[src/sv/w3f_pkg.sv]
// Shared types, codes and helper functions for the 3x3 window filter engine.
package w3f_pkg;

  localparam int W3F_MAX_WIDTH = 2048;
  localparam int MAX_HEIGHT = 4096;

  localparam logic [11:0] WIDTH_RESET = 12'd640;
  localparam logic [12:0] HEIGHT_RESET = 13'd480;

  // Configuration register indexes.
  localparam logic [1:0] REG_MODE = 2'd0;
  localparam logic [1:0] REG_WIDTH = 2'd1;
  localparam logic [1:0] REG_HEIGHT = 2'd2;

  localparam logic CMD_PIXEL = 1'b0;
  localparam logic CMD_FLUSH = 1'b1;

  // floor(x * RECIP9 / 2^15) equals floor(x / 9) for every 3x3 sum of bytes.
  localparam logic [22:0] RECIP9 = 23'd3641;

  typedef enum logic [2:0] {
    MODE_AVG     = 3'd0,
    MODE_MEDIAN  = 3'd1,
    MODE_ROBERTS = 3'd2,
    MODE_PREWITT = 3'd3,
    MODE_SOBEL   = 3'd4,
    MODE_SHARPEN = 3'd5
  } mode_t;

  // Control carried with an item from the input counters to the window stage.
  typedef struct packed {
    logic shift;    // shift a new column into the window
    logic from_px;  // bottom row comes from the pixel, and the line stores are written
    logic top_up;   // top row comes from the upper store, else from the middle store
    logic post;     // the result is taken after the shift
    logic c1;       // the item sits in column one, so the left column replicates
    logic emit;     // the item produces a result
    logic last;     // the result closes the frame
  } ctl_t;

  function automatic logic [23:0] sort3(input logic [7:0] a, input logic [7:0] b,
                                        input logic [7:0] c);
    logic [7:0] lo, hi, md;
    lo = (a < b) ? a : b;
    hi = (a < b) ? b : a;
    if (c < lo) begin
      md = lo;
      lo = c;
    end else if (c > hi) begin
      md = hi;
      hi = c;
    end else begin
      md = c;
    end
    return {hi, md, lo};
  endfunction

  function automatic logic [7:0] med3(input logic [7:0] a, input logic [7:0] b,
                                      input logic [7:0] c);
    logic [23:0] s;
    s = sort3(a, b, c);
    return s[15:8];
  endfunction

  function automatic logic [7:0] max3(input logic [7:0] a, input logic [7:0] b,
                                      input logic [7:0] c);
    logic [7:0] m;
    m = (a > b) ? a : b;
    return (m > c) ? m : c;
  endfunction

  function automatic logic [7:0] min3(input logic [7:0] a, input logic [7:0] b,
                                      input logic [7:0] c);
    logic [7:0] m;
    m = (a < b) ? a : b;
    return (m < c) ? m : c;
  endfunction

  function automatic logic [10:0] absd(input logic [10:0] a, input logic [10:0] b);
    return (a > b) ? a - b : b - a;
  endfunction

  // Clamp a two's complement value to 0..255.
  function automatic logic [7:0] sat8(input logic [12:0] v);
    if (v[12]) begin
      return 8'd0;
    end else if (v[11:8] != 4'd0) begin
      return 8'd255;
    end else begin
      return v[7:0];
    end
  endfunction

endpackage

[src/sv/w3f_chan_filter.sv]
// Two-stage filter datapath for one color channel of the 3x3 neighborhood.
module w3f_chan_filter
  import w3f_pkg::*;
(
  input  logic       clk,
  input  logic       ld_a,
  input  logic       ld_b,
  input  logic [2:0] mode,
  input  logic [7:0] a [9],
  output logic [7:0] res
);

  logic [11:0] sum;
  logic [11:0] sum_q;
  logic [23:0] rows [3];
  logic [23:0] rows_q [3];
  logic [12:0] edge_v;
  logic [12:0] edge_q;
  logic [10:0] t, b, l, r;
  logic [11:0] ten;
  logic [22:0] prod;
  logic [7:0]  res_next;

  always_comb begin
    sum = '0;
    for (int i = 0; i < 9; i++) begin
      sum = sum + 12'(a[i]);
    end
    for (int i = 0; i < 3; i++) begin
      rows[i] = sort3(a[i*3], a[i*3+1], a[i*3+2]);
    end
    t = 11'(a[0]) + 11'(a[2]);
    b = 11'(a[6]) + 11'(a[8]);
    r = 11'(a[2]) + 11'(a[8]);
    l = 11'(a[0]) + 11'(a[6]);
    ten = {1'b0, a[4], 3'b000} + {3'b000, a[4], 1'b0};
    case (mode_t'(mode))
      MODE_ROBERTS: begin
        edge_v = 13'(absd(11'(a[4]), 11'(a[2]))) + 13'(absd(11'(a[5]), 11'(a[1])));
      end
      MODE_PREWITT: begin
        edge_v = 13'(absd(t + 11'(a[1]), b + 11'(a[7])))
               + 13'(absd(r + 11'(a[5]), l + 11'(a[3])));
      end
      MODE_SOBEL: begin
        edge_v = 13'(absd(t + {2'b00, a[1], 1'b0}, b + {2'b00, a[7], 1'b0}))
               + 13'(absd(r + {2'b00, a[5], 1'b0}, l + {2'b00, a[3], 1'b0}));
      end
      MODE_SHARPEN: begin
        edge_v = 13'(ten) - 13'(sum);
      end
      default: begin
        edge_v = 13'(a[4]);
      end
    endcase
  end

  always_ff @(posedge clk) begin
    if (ld_a) begin
      sum_q  <= sum;
      rows_q <= rows;
      edge_q <= edge_v;
    end
  end

  // Median of nine: the median of the largest row minimum, the median row
  // median and the smallest row maximum.
  always_comb begin
    prod = 23'(sum_q) * RECIP9;
    case (mode_t'(mode))
      MODE_AVG: res_next = prod[22:15];
      MODE_MEDIAN: begin
        res_next = med3(max3(rows_q[0][7:0], rows_q[1][7:0], rows_q[2][7:0]),
                        med3(rows_q[0][15:8], rows_q[1][15:8], rows_q[2][15:8]),
                        min3(rows_q[0][23:16], rows_q[1][23:16], rows_q[2][23:16]));
      end
      MODE_ROBERTS, MODE_PREWITT, MODE_SOBEL, MODE_SHARPEN: res_next = sat8(edge_q);
      default: res_next = edge_q[7:0];
    endcase
  end

  always_ff @(posedge clk) begin
    if (ld_b) begin
      res <= res_next;
    end
  end

endmodule

[config.mk]
export PLATFORM = sky130hd
export DESIGN_NAME = w3f_chan_filter
export DESIGN_NICKNAME = d
export VERILOG_FILES = /design/src/sv/w3f_pkg.sv /design/src/sv/w3f_chan_filter.sv
export SDC_FILE = /design/constraint.sdc
export NUM_CORES = 1
export LEC_CHECK = 0
export ABC_AREA = 0
export BUFFER_PORTS_ARGS = -buffer_cell sky130_fd_sc_hd__buf_2
export CAP_MARGIN = 40
export CORE_ASPECT_RATIO = 0.9
export CORE_UTILIZATION = 30
export CTS_CLUSTER_SIZE = 12
export DETAILED_ROUTE_END_ITERATION = 8
export PLACE_DENSITY = 0.5
export SYNTH_ARGS = -nofsm -noshare
export SYNTH_HDL_FRONTEND = slang
export SYNTH_SLANG_ARGS = --single-unit
[constraint.sdc]
create_clock -name clk -period 7.3 [get_ports clk]
set_input_delay 0.73 -clock clk [delete_from_list [all_inputs] [get_ports clk]]
set_output_delay 0.73 -clock clk [all_outputs]
set_load 0.005 [all_outputs]
==> results.md, run 1 <==
* H-tree depth at 3
* Crit path capture type: flip-flop
* Iteration count of the initial detailed-routing pass at 7
* Hold WC Path Type: reg -> reg
* Critical path required time at 7.48 ns
* Area growth, synth to finish at 25.5%
* WP data arrival at 7.58 ns
* ANT nets after route at 0
* Ys async rst share at 0
* Detailed-route DRC error count at 0
* CTS Buffer Depth at 2
* Fmax at 0.135 GHz
* Actual slew at the worst max-slew pin at 0.862 ns
* Setup Skew at 0.00928 ns
* Number of library cell types mapped by synthesis at 76
* Status: finished, violations left
* Clock root cell: clkbuf_16
* WL per Instance at 19.4 µm
* Width of the die at 294 µm
* Slack of the critical path at -0.0941 ns
* Vias in the first global route at 19400
* # rows at 96
* Number of port buffers at 85
* Largest family of logic cells by synthesized area: adder cells
* Maxcap violations at 0
* Startpoint types: flip-flop
* Post-Syn Nets at 3317
* Failing checks: negative setup slack
* Clock transition at path regs at 0.09 ns
* Antenna violations before repair at 6
* Core Area at 76200 µm²
* Syn_area_per_cell at 8.71 µm²
* RD Place Congestion at 0.946
* Post-Synth XOR/XNOR Area at 0.0630
* Sink Count at 105
* DIE AREA at 78100 µm²
* Via count at 20500
* Adder-cell share of the synthesized area at 0.358
* # IOs at 86
* Initial Utilization at 0.303
* Hold_buf cts at 0
* Largest net degree at the start of global routing at 64
* Sequential share of the synthesized area at 0.137
* Simple-Gate Fraction of Synth Area at 0.0973
* Clk_lat worst skew at 0.38 ns
* Layout cells sized above 1 at 0.227
* CTS tree: yes
* Fin. max-slew vios at 0
* Total grt overflow at 0
* Slew Limit Headroom at 0.425
* Multiplexer share of the synthesized area at 0.0771
* Initial DRC Count at 1309
* EDFF count, synth at 105
* Die H at 265 µm
* Synth Area in Compound Gates at 0.196
* First-pass GRT wire length at 117000 µm
* Hold slack final at 0.655 ns
* Crit-path max FO at 7
* Period Utilization, post-route at 1.01
* WS Path Type: reg -> reg
* Post-Syn Instances at 2650
* RSZ-0062 raised after global routing: true
* Synth Register Bits at 105
* Total track usage at 0.200
* Final Critical Period at 7.39 ns
* Hpwl dp at 69000 µm
* Syn Std Cell Area at 23100 µm²
* Yosys warnings at 0
* TNS Setup at -0.369 ns
* Nets at 3774
* Vias/cell at 4.94
* Setup violations, final at 6
* CP max-delay cell: edfxtp_1
* Register-to-register setup slack at -0.09 ns
* Final hold violations at 0
* Crit path largest cell delay at 0.45 ns
* Main synth FF type: edfxtp_1
* CTS Buf Count at 9
* Routed wire length at 80400 µm
[Yosys cell counts (6+ instances only)]
cell / count / area share
o21a_1: 30 / 0.0098
nand2_1: 122 / 0.020
or2_2: 10 / 0.0027
or3_1: 12 / 0.0033
nand4_1: 17 / 0.0046
o211ai_1: 25 / 0.0081
clkbuf_1: 38 / 0.0062
and2_1: 6 / 0.0016
a21boi_0: 13 / 0.0042
xnor2_1: 116 / 0.044
inv_1: 393 / 0.064
o21bai_1: 68 / 0.022
nand2b_1: 28 / 0.0076
o22ai_1: 18 / 0.0049
o31ai_1: 6 / 0.0020
mux2_2: 35 / 0.017
xor2_1: 50 / 0.019
o2111ai_1: 6 / 0.0023
ha_1: 471 / 0.26
nor2b_1: 47 / 0.013
nor2_1: 139 / 0.023
a21oi_1: 234 / 0.051
a221oi_1: 6 / 0.0023
nor3_1: 24 / 0.0052
mux2i_1: 137 / 0.059
edfxtp_1: 105 / 0.14
nand3_1: 29 / 0.0063
and3_1: 8 / 0.0022
a21o_1: 87 / 0.028
a31oi_1: 12 / 0.0033
fa_1: 118 / 0.10
o21ai_0: 135 / 0.029
a211oi_1: 20 / 0.0065
[area by class of cell]
cell class              instances  area [µm²]
diodes                          2        5.00
clock buffers                  10         229
clock inverters                 6        60.1
fillers                      7849       47200
inverters                     393        1480
multi-input cells            2105       19100
flip-flops and latches        105        3150
well taps                    1029        1290
repair buffers                493        3650
[flip-flops by register name, summed over array words and instances (netlist names)]
register  count
rows_q       72
sum_q        12
res           8
edge_q       13
[critical path: cells and delay by family, from the launching register on]
kind                       cells  cell delay, ns
DFF                            1            0.45
and+or+nand+nor               12            2.20
adders and majority gates      4            1.00
AOI/OAI and AO/OA             15            2.57
buffers and inverters          5            0.70
muxes                          1            0.27
[worst paths after layout]
kind	startpoint	endpoint	cells past startpoint
setup / recovery	rows_q[61]$_DFFE_PP_	res[2]$_DFFE_PP_	37
hold / removal	edge_q[0]$_DFFE_PP_	res[0]$_DFFE_PP_	1
setup reg to reg	rows_q[61]$_DFFE_PP_	res[2]$_DFFE_PP_	37
hold reg to reg	edge_q[0]$_DFFE_PP_	res[0]$_DFFE_PP_	1
[per-layer routing]
layer	up-vias	track usage	wire length (µm)
li1	10200	-	-
met1	9728	0.286	38900
met2	435	0.312	35200
met3	71	0.0321	4410
met4	4	0.0490	1890
met5	-	0	17
[placed cells by master, fill, tap and decap left out, types with 18 or more instances in the layout]
master and count:
ha_1 458, buf_4 393, inv_1 388, a21oi_1 202
mux2i_1 128, nor2_1 126, o21ai_0 122, nand2_1 118
fa_1 114, xnor2_1 109, edfxtp_1 105, a21o_1 87
buf_2 84, o21bai_1 66, nor2b_1 47, xor2_1 44
mux2_2 34, a21oi_2 30, o21a_1 30, nand2b_1 28
nand3_1 28, o211ai_1 25, nor3_1 21, o22ai_1 18
[repair_timing]
item,CTS,global route
endpoints found under the hold margin,0,0
resized for setup,27,156
gates cloned,2,4
pin swaps,4,70
endpoints found under the setup margin,9,14
setup buffers,6,36
[per-stage QoR]
step                utilization  worst slack [ns]  cell area (µm²)  instances
finish                    0.381           -0.0941            29000       4143
global route              0.381            -0.419            29000       4142
CTS                       0.366           0.00124            27900       4101
detailed placement        0.360            -0.533            27400       4077
global placement          0.360            -0.610            27400       4074
floorplan                     -           0.00505            23100       2650
[cells by family after synthesis]
group | Yosys count
AND/OR/NAND/NOR | 466
adder cells (fa/ha/maj) | 590
flip-flops | 105
buffers and inverters | 441
multiplexers | 173
XOR/XNOR | 166
AO/OA/AOI/OAI | 709
Power of run 1 is not shown: default switching activity piles up to over one toggle a cycle in this logic, so the estimate is an artifact.
==> inputs of run 2 (changes only) <==
SETUP_SLACK_MARGIN = 0.2   (was not set)
==> results.md, run 2 (synthesis gave the netlist of run 1 again) <==
* CTS Buffer Depth at 2
* Area growth, synth to finish at 30.3%
* Core Area at 76200 µm²
* Total grt overflow at 0
* Initial Utilization at 0.303
* Clock root cell: clkbuf_16
* Hold Path Sink: res[5]$_DFFE_PP_
* Fmax at 0.134 GHz
* Largest net degree at the start of global routing at 64
* Dpl cells at 4093
* Top flop regs: rows_q x72, edge_q x13, sum_q x12
* Sink Count at 105
* CP max-delay cell: a311oi_4
* # IOs at 86
* Clk_lat worst skew at 0.39 ns
* Status: finished, violations left
* H-tree depth at 3
* # rows at 96
* Slew Limit Headroom at 0.413
* Max FFs per register at 72
* Design area at 30100 µm²
* Origin of the critical flop-to-flop path: rows_q[37]$_DFFE_PP_
* RD Place Congestion at 0.989
* Vias in the first global route at 19500
* WS Path Type: reg -> reg
* Maxcap violations at 0
* Final cell count without fillers at 4181
* Hpwl dp at 70900 µm
* Antenna violations before repair at 3
* Reg2reg end: res[6]$_DFFE_PP_
* Multi-input gate area at 19900 µm²
* ANT nets after route at 0
* TNS Setup at -0.859 ns
* First-pass GRT wire length at 120000 µm
* CTS Buf Count at 9
* Crit path largest cell delay at 0.41 ns
* Hold path startpoint: edge_q[5]$_DFFE_PP_
* Detailed-route DRC error count at 0
* Slack of the critical path at -0.144 ns
* Nets at 3814
* Routed wire length at 82700 µm
* Crit-path leading delay family: compound AO/OA/AOI/OAI gates
* Crit path capture type: flip-flop
* CTS tree: yes
* Fin. max-slew vios at 0
* Commonest cells after routing, fill and taps aside: 436 x ha_1, 423 x buf_4, 379 x inv_1, 171 x a21oi_1, 125 x mux2i_1
* Total track usage at 0.206
* Actual slew at the worst max-slew pin at 0.880 ns
* Post-DP Area at 27500 µm²
* Period Utilization, post-route at 1.02
* Final hold violations at 0
* Setup Skew at 0.0185 ns
* Via count at 20600
* WL per Instance at 19.8 µm
* CP bufs+invs at 4
* DIE AREA at 78100 µm²
* Startpoint types: flip-flop
* Clock transition at path regs at 0.08 ns
* Initial DRC Count at 1221
* Width of the die at 294 µm
* Hold WC Path Type: reg -> reg
* Hold path depth at 1
* N_diodes at 0
* Layout cells sized above 1 at 0.273
* WP data arrival at 7.64 ns
* Crit-path max FO at 8
* Number of port buffers at 85
* Failing checks: negative setup slack
* RSZ-0062 raised after global routing: true
* Die H at 265 µm
* Setup violations, final at 8
* Storage cell area at 3150 µm²
* Register-to-register setup slack at -0.14 ns
* Final-layout fill cell count at 7746
* Top reg by flops: rows_q
* Iteration count of the initial detailed-routing pass at 5
* Hold slack final at 0.687 ns
* Most common cell after layout, fill and taps aside: ha_1
* Critical path required time at 7.50 ns
* Path depth of the worst reg2reg path at 33
* Final Critical Period at 7.44 ns
* Vias/cell at 4.93
## run 2: layout make-up
type / instances / share of cell area
sequential: 105 / 0.105
tap: 1029 / 0.0428
timing repair buffer: 534 / 0.133
inverter: 393 / 0.0491
clock buffer: 9 / 0.00749
multi-input combinational: 2104 / 0.660
clock inverter: 7 / 0.00283
## run 2: worst reg2reg max path, delay by kind of cell, from the launching register on
family | cells | cell delay (ns)
DFF | 1 | 0.36
adders and majority gates | 4 | 1.12
buffers and inverters | 4 | 0.55
and+or+nand+nor | 11 | 2.44
AOI/OAI and AO/OA | 14 | 2.79
## run 2: per-stage QoR
stage	utilization	setup slack [ns]
2_1_floorplan	-	0.150
3_3_place_gp	0.361	-0.538
3_5_place_dp	0.362	-0.505
4_1_cts	0.370	0.000128
5_1_grt	0.395	-0.510
6_report	0.395	-0.144
## run 2: what timing repair did
| item | in CTS | in global routing |
|---|---|---|
| hold buffers | 0 | 0 |
| pin swaps | 30 | 176 |
| resized for setup | 58 | 280 |
| cloned | 0 | 2 |
| setup endpoints to repair | 14 | 16 |
| buffers inserted | 12 | 58 |
## run 2: metal layers
layer / vias to the layer above / track usage / part of all wire
li1: 10300 / - / -
met1: 9724 / 0.293 / 0.48
met2: 482 / 0.324 / 0.44
met3: 80 / 0.0359 / 0.053
met4: 2 / 0.0448 / 0.023
met5: - / 0 / 0.000085
## run 2: how the worst max path moves through the flow
stage,startpoint,to,cells after the start
after floorplan,rows_q[58]$_DFFE_PP_,res[6]$_DFFE_PP_,39
after global placement,rows_q[33]$_DFFE_PP_,res[1]$_DFFE_PP_,34
after detailed placement,rows_q[33]$_DFFE_PP_,res[1]$_DFFE_PP_,34
after CTS,rows_q[33]$_DFFE_PP_,res[7]$_DFFE_PP_,37
after global routing,rows_q[39]$_DFFE_PP_,res[6]$_DFFE_PP_,37
final,rows_q[37]$_DFFE_PP_,res[6]$_DFFE_PP_,33
Power of run 2 is left out for the same reason.
==> inputs of run 3 (changes only) <==
BUFFER_PORTS_ARGS = -buffer_cell sky130_fd_sc_hd__buf_4   (was -buffer_cell sky130_fd_sc_hd__buf_2)
HOLD_SLACK_MARGIN = 0.02   (was not set)
==> results.md, run 3 (synthesis gave the netlist of run 1 again) <==
* ANT nets after route at 0
* Path depth of the worst reg2reg path at 36
* Top reg by flops: rows_q
* Hpwl dp at 69000 µm
* Antenna violations before repair at 0
* # IOs at 86
* CP max-delay cell: edfxtp_1
* RSZ-0062 raised after global routing: true
* Fin. max-slew vios at 0
* Detailed-route DRC error count at 0
* H-tree depth at 3
* N_diodes at 0
* Register-to-register setup slack at 0.08 ns
* Final hold violations at 0
* Number of port buffers at 85
* Core Area at 76200 µm²
* Hold WC Path Type: in -> reg
* Crit-path max FO at 8
* Initial DRC Count at 1374
* Vias in the first global route at 19700
* Reg2reg end: res[7]$_DFFE_PP_
* Sink Count at 105
* Iteration count of the initial detailed-routing pass at 5
* Most common cell after layout, fill and taps aside: buf_4
* Top flop regs: rows_q x72, edge_q x13, sum_q x12
* Hold slack final at 0.627 ns
* Largest net degree at the start of global routing at 59
* Hold Path Sink: res[0]$_DFFE_PP_
* Slew Limit Headroom at 0.413
* WS Path Type: reg -> reg
* CTS tree: yes
* Commonest cells after routing, fill and taps aside: 470 x buf_4, 452 x ha_1, 386 x inv_1, 179 x a21oi_1
* Period Utilization, post-route at 0.989
* Maxcap violations at 0
* Setup violations, final at 0
* Routed wire length at 80600 µm
* Dpl cells at 4052
* Initial Utilization at 0.303
* Critical path required time at 7.43 ns
* Pre-CTS setup slack at -0.608 ns
* Slack of the critical path at 0.0804 ns
* Actual slew at the worst max-slew pin at 0.881 ns
* Clk_lat worst skew at 0.38 ns
* WL per Instance at 19.5 µm
* Die H at 265 µm
* Origin of the critical flop-to-flop path: rows_q[58]$_DFFE_PP_
* Max FFs per register at 72
* Total grt overflow at 0
* # rows at 96
* Via count at 20400
* CTS Buffer Depth at 2
* Vias/cell at 4.93
* Final Critical Period at 7.22 ns
* Status: completed
* CP most frequent cell: buf_4
* Final cell count without fillers at 4134
* CTS Buf Count at 9
* Clock transition at path regs at 0.08 ns
* Crit path largest cell delay at 0.42 ns
* Startpoint types: flip-flop
* First-pass GRT wire length at 119000 µm
* Total track usage at 0.203
* Setup Skew at 0.00766 ns
* Hold path startpoint: ld_b
* RD Place Congestion at 0.936
* Hold_buf cts at 0
* Clock root cell: clkbuf_16
* Area growth, synth to finish at 27.7%
* Fmax at 0.139 GHz
* Nets at 3767
* DIE AREA at 78100 µm²
* Layout cells sized above 1 at 0.248
* Width of the die at 294 µm
* Hold path depth at 1
* Crit path capture type: flip-flop
* WP data arrival at 7.35 ns
run 3: cell types whose count changed in the layout (fill, tap and decap cells not counted), sizes merged:
cell      before  now
buf          530  486
clkbuf        13    9
inv          394  396
and3           8    9
clkinv         5    4
clkinvlp       1    0
run 3: routing by layer:
layer  wire (µm)  global-route usage  up-vias
li1            -                   -    10200
met1       39100               0.292     9621
met2       35700               0.320      465
met4        1610              0.0435        0
met3        4260              0.0288       69
met5           0                   0        -
run 3: stage by stage:
stage                     TNS [ns]  area [µm²]  utilization
after floorplan                  0       23200            -
after global placement       -4.92       27400        0.360
after detailed placement     -4.88       27400        0.360
after CTS                        0       28400        0.373
after global routing         -1.75       29500        0.387
final                            0       29500        0.387
run 3: critical path, delay by kind of cell, from the launching register on:
family	cells	cell delay, ns
AOI/OAI and AO/OA	16	2.55
buffers and inverters	7	0.96
adders and majority gates	4	1.10
and+or+nand+nor	9	1.94
DFF	1	0.42
run 3: area by class of cell:
class                           instances  area (µm²)
Fill cell                            7843       46700
Clock inverter                          7        88.8
Multi-Input combinational cell       2105       19500
Inverter                              393        1480
Timing Repair Buffer                  486        3740
Tap cell                             1029        1290
Sequential cell                       105        3150
Clock buffer                            9         225
run 3: how the worst max path moves through the flow:
| stage | end | cells after the start | start | slack (ns) |
|---|---|---|---|---|
| CTS | res[6]$_DFFE_PP_ | 35 | rows_q[59]$_DFFE_PP_ | 0.13 |
| finish | res[7]$_DFFE_PP_ | 36 | rows_q[58]$_DFFE_PP_ | 0.08 |
| global route | res[3]$_DFFE_PP_ | 36 | rows_q[62]$_DFFE_PP_ | -0.24 |
| floorplan | res[6]$_DFFE_PP_ | 39 | rows_q[58]$_DFFE_PP_ | 0.15 |
| global placement | edge_q[10]$_DFFE_PP_ | 36 | a[16] | -0.56 |
| detailed placement | edge_q[10]$_DFFE_PP_ | 36 | a[16] | -0.61 |
run 3: what timing repair did:
item                       in CTS  in global routing
buffers inserted               30                 32
pin swaps                      49                108
resized for setup              90                166
cloned                          3                  0
setup endpoints to repair      14                 14
Power of run 3 is left out for the same reason.
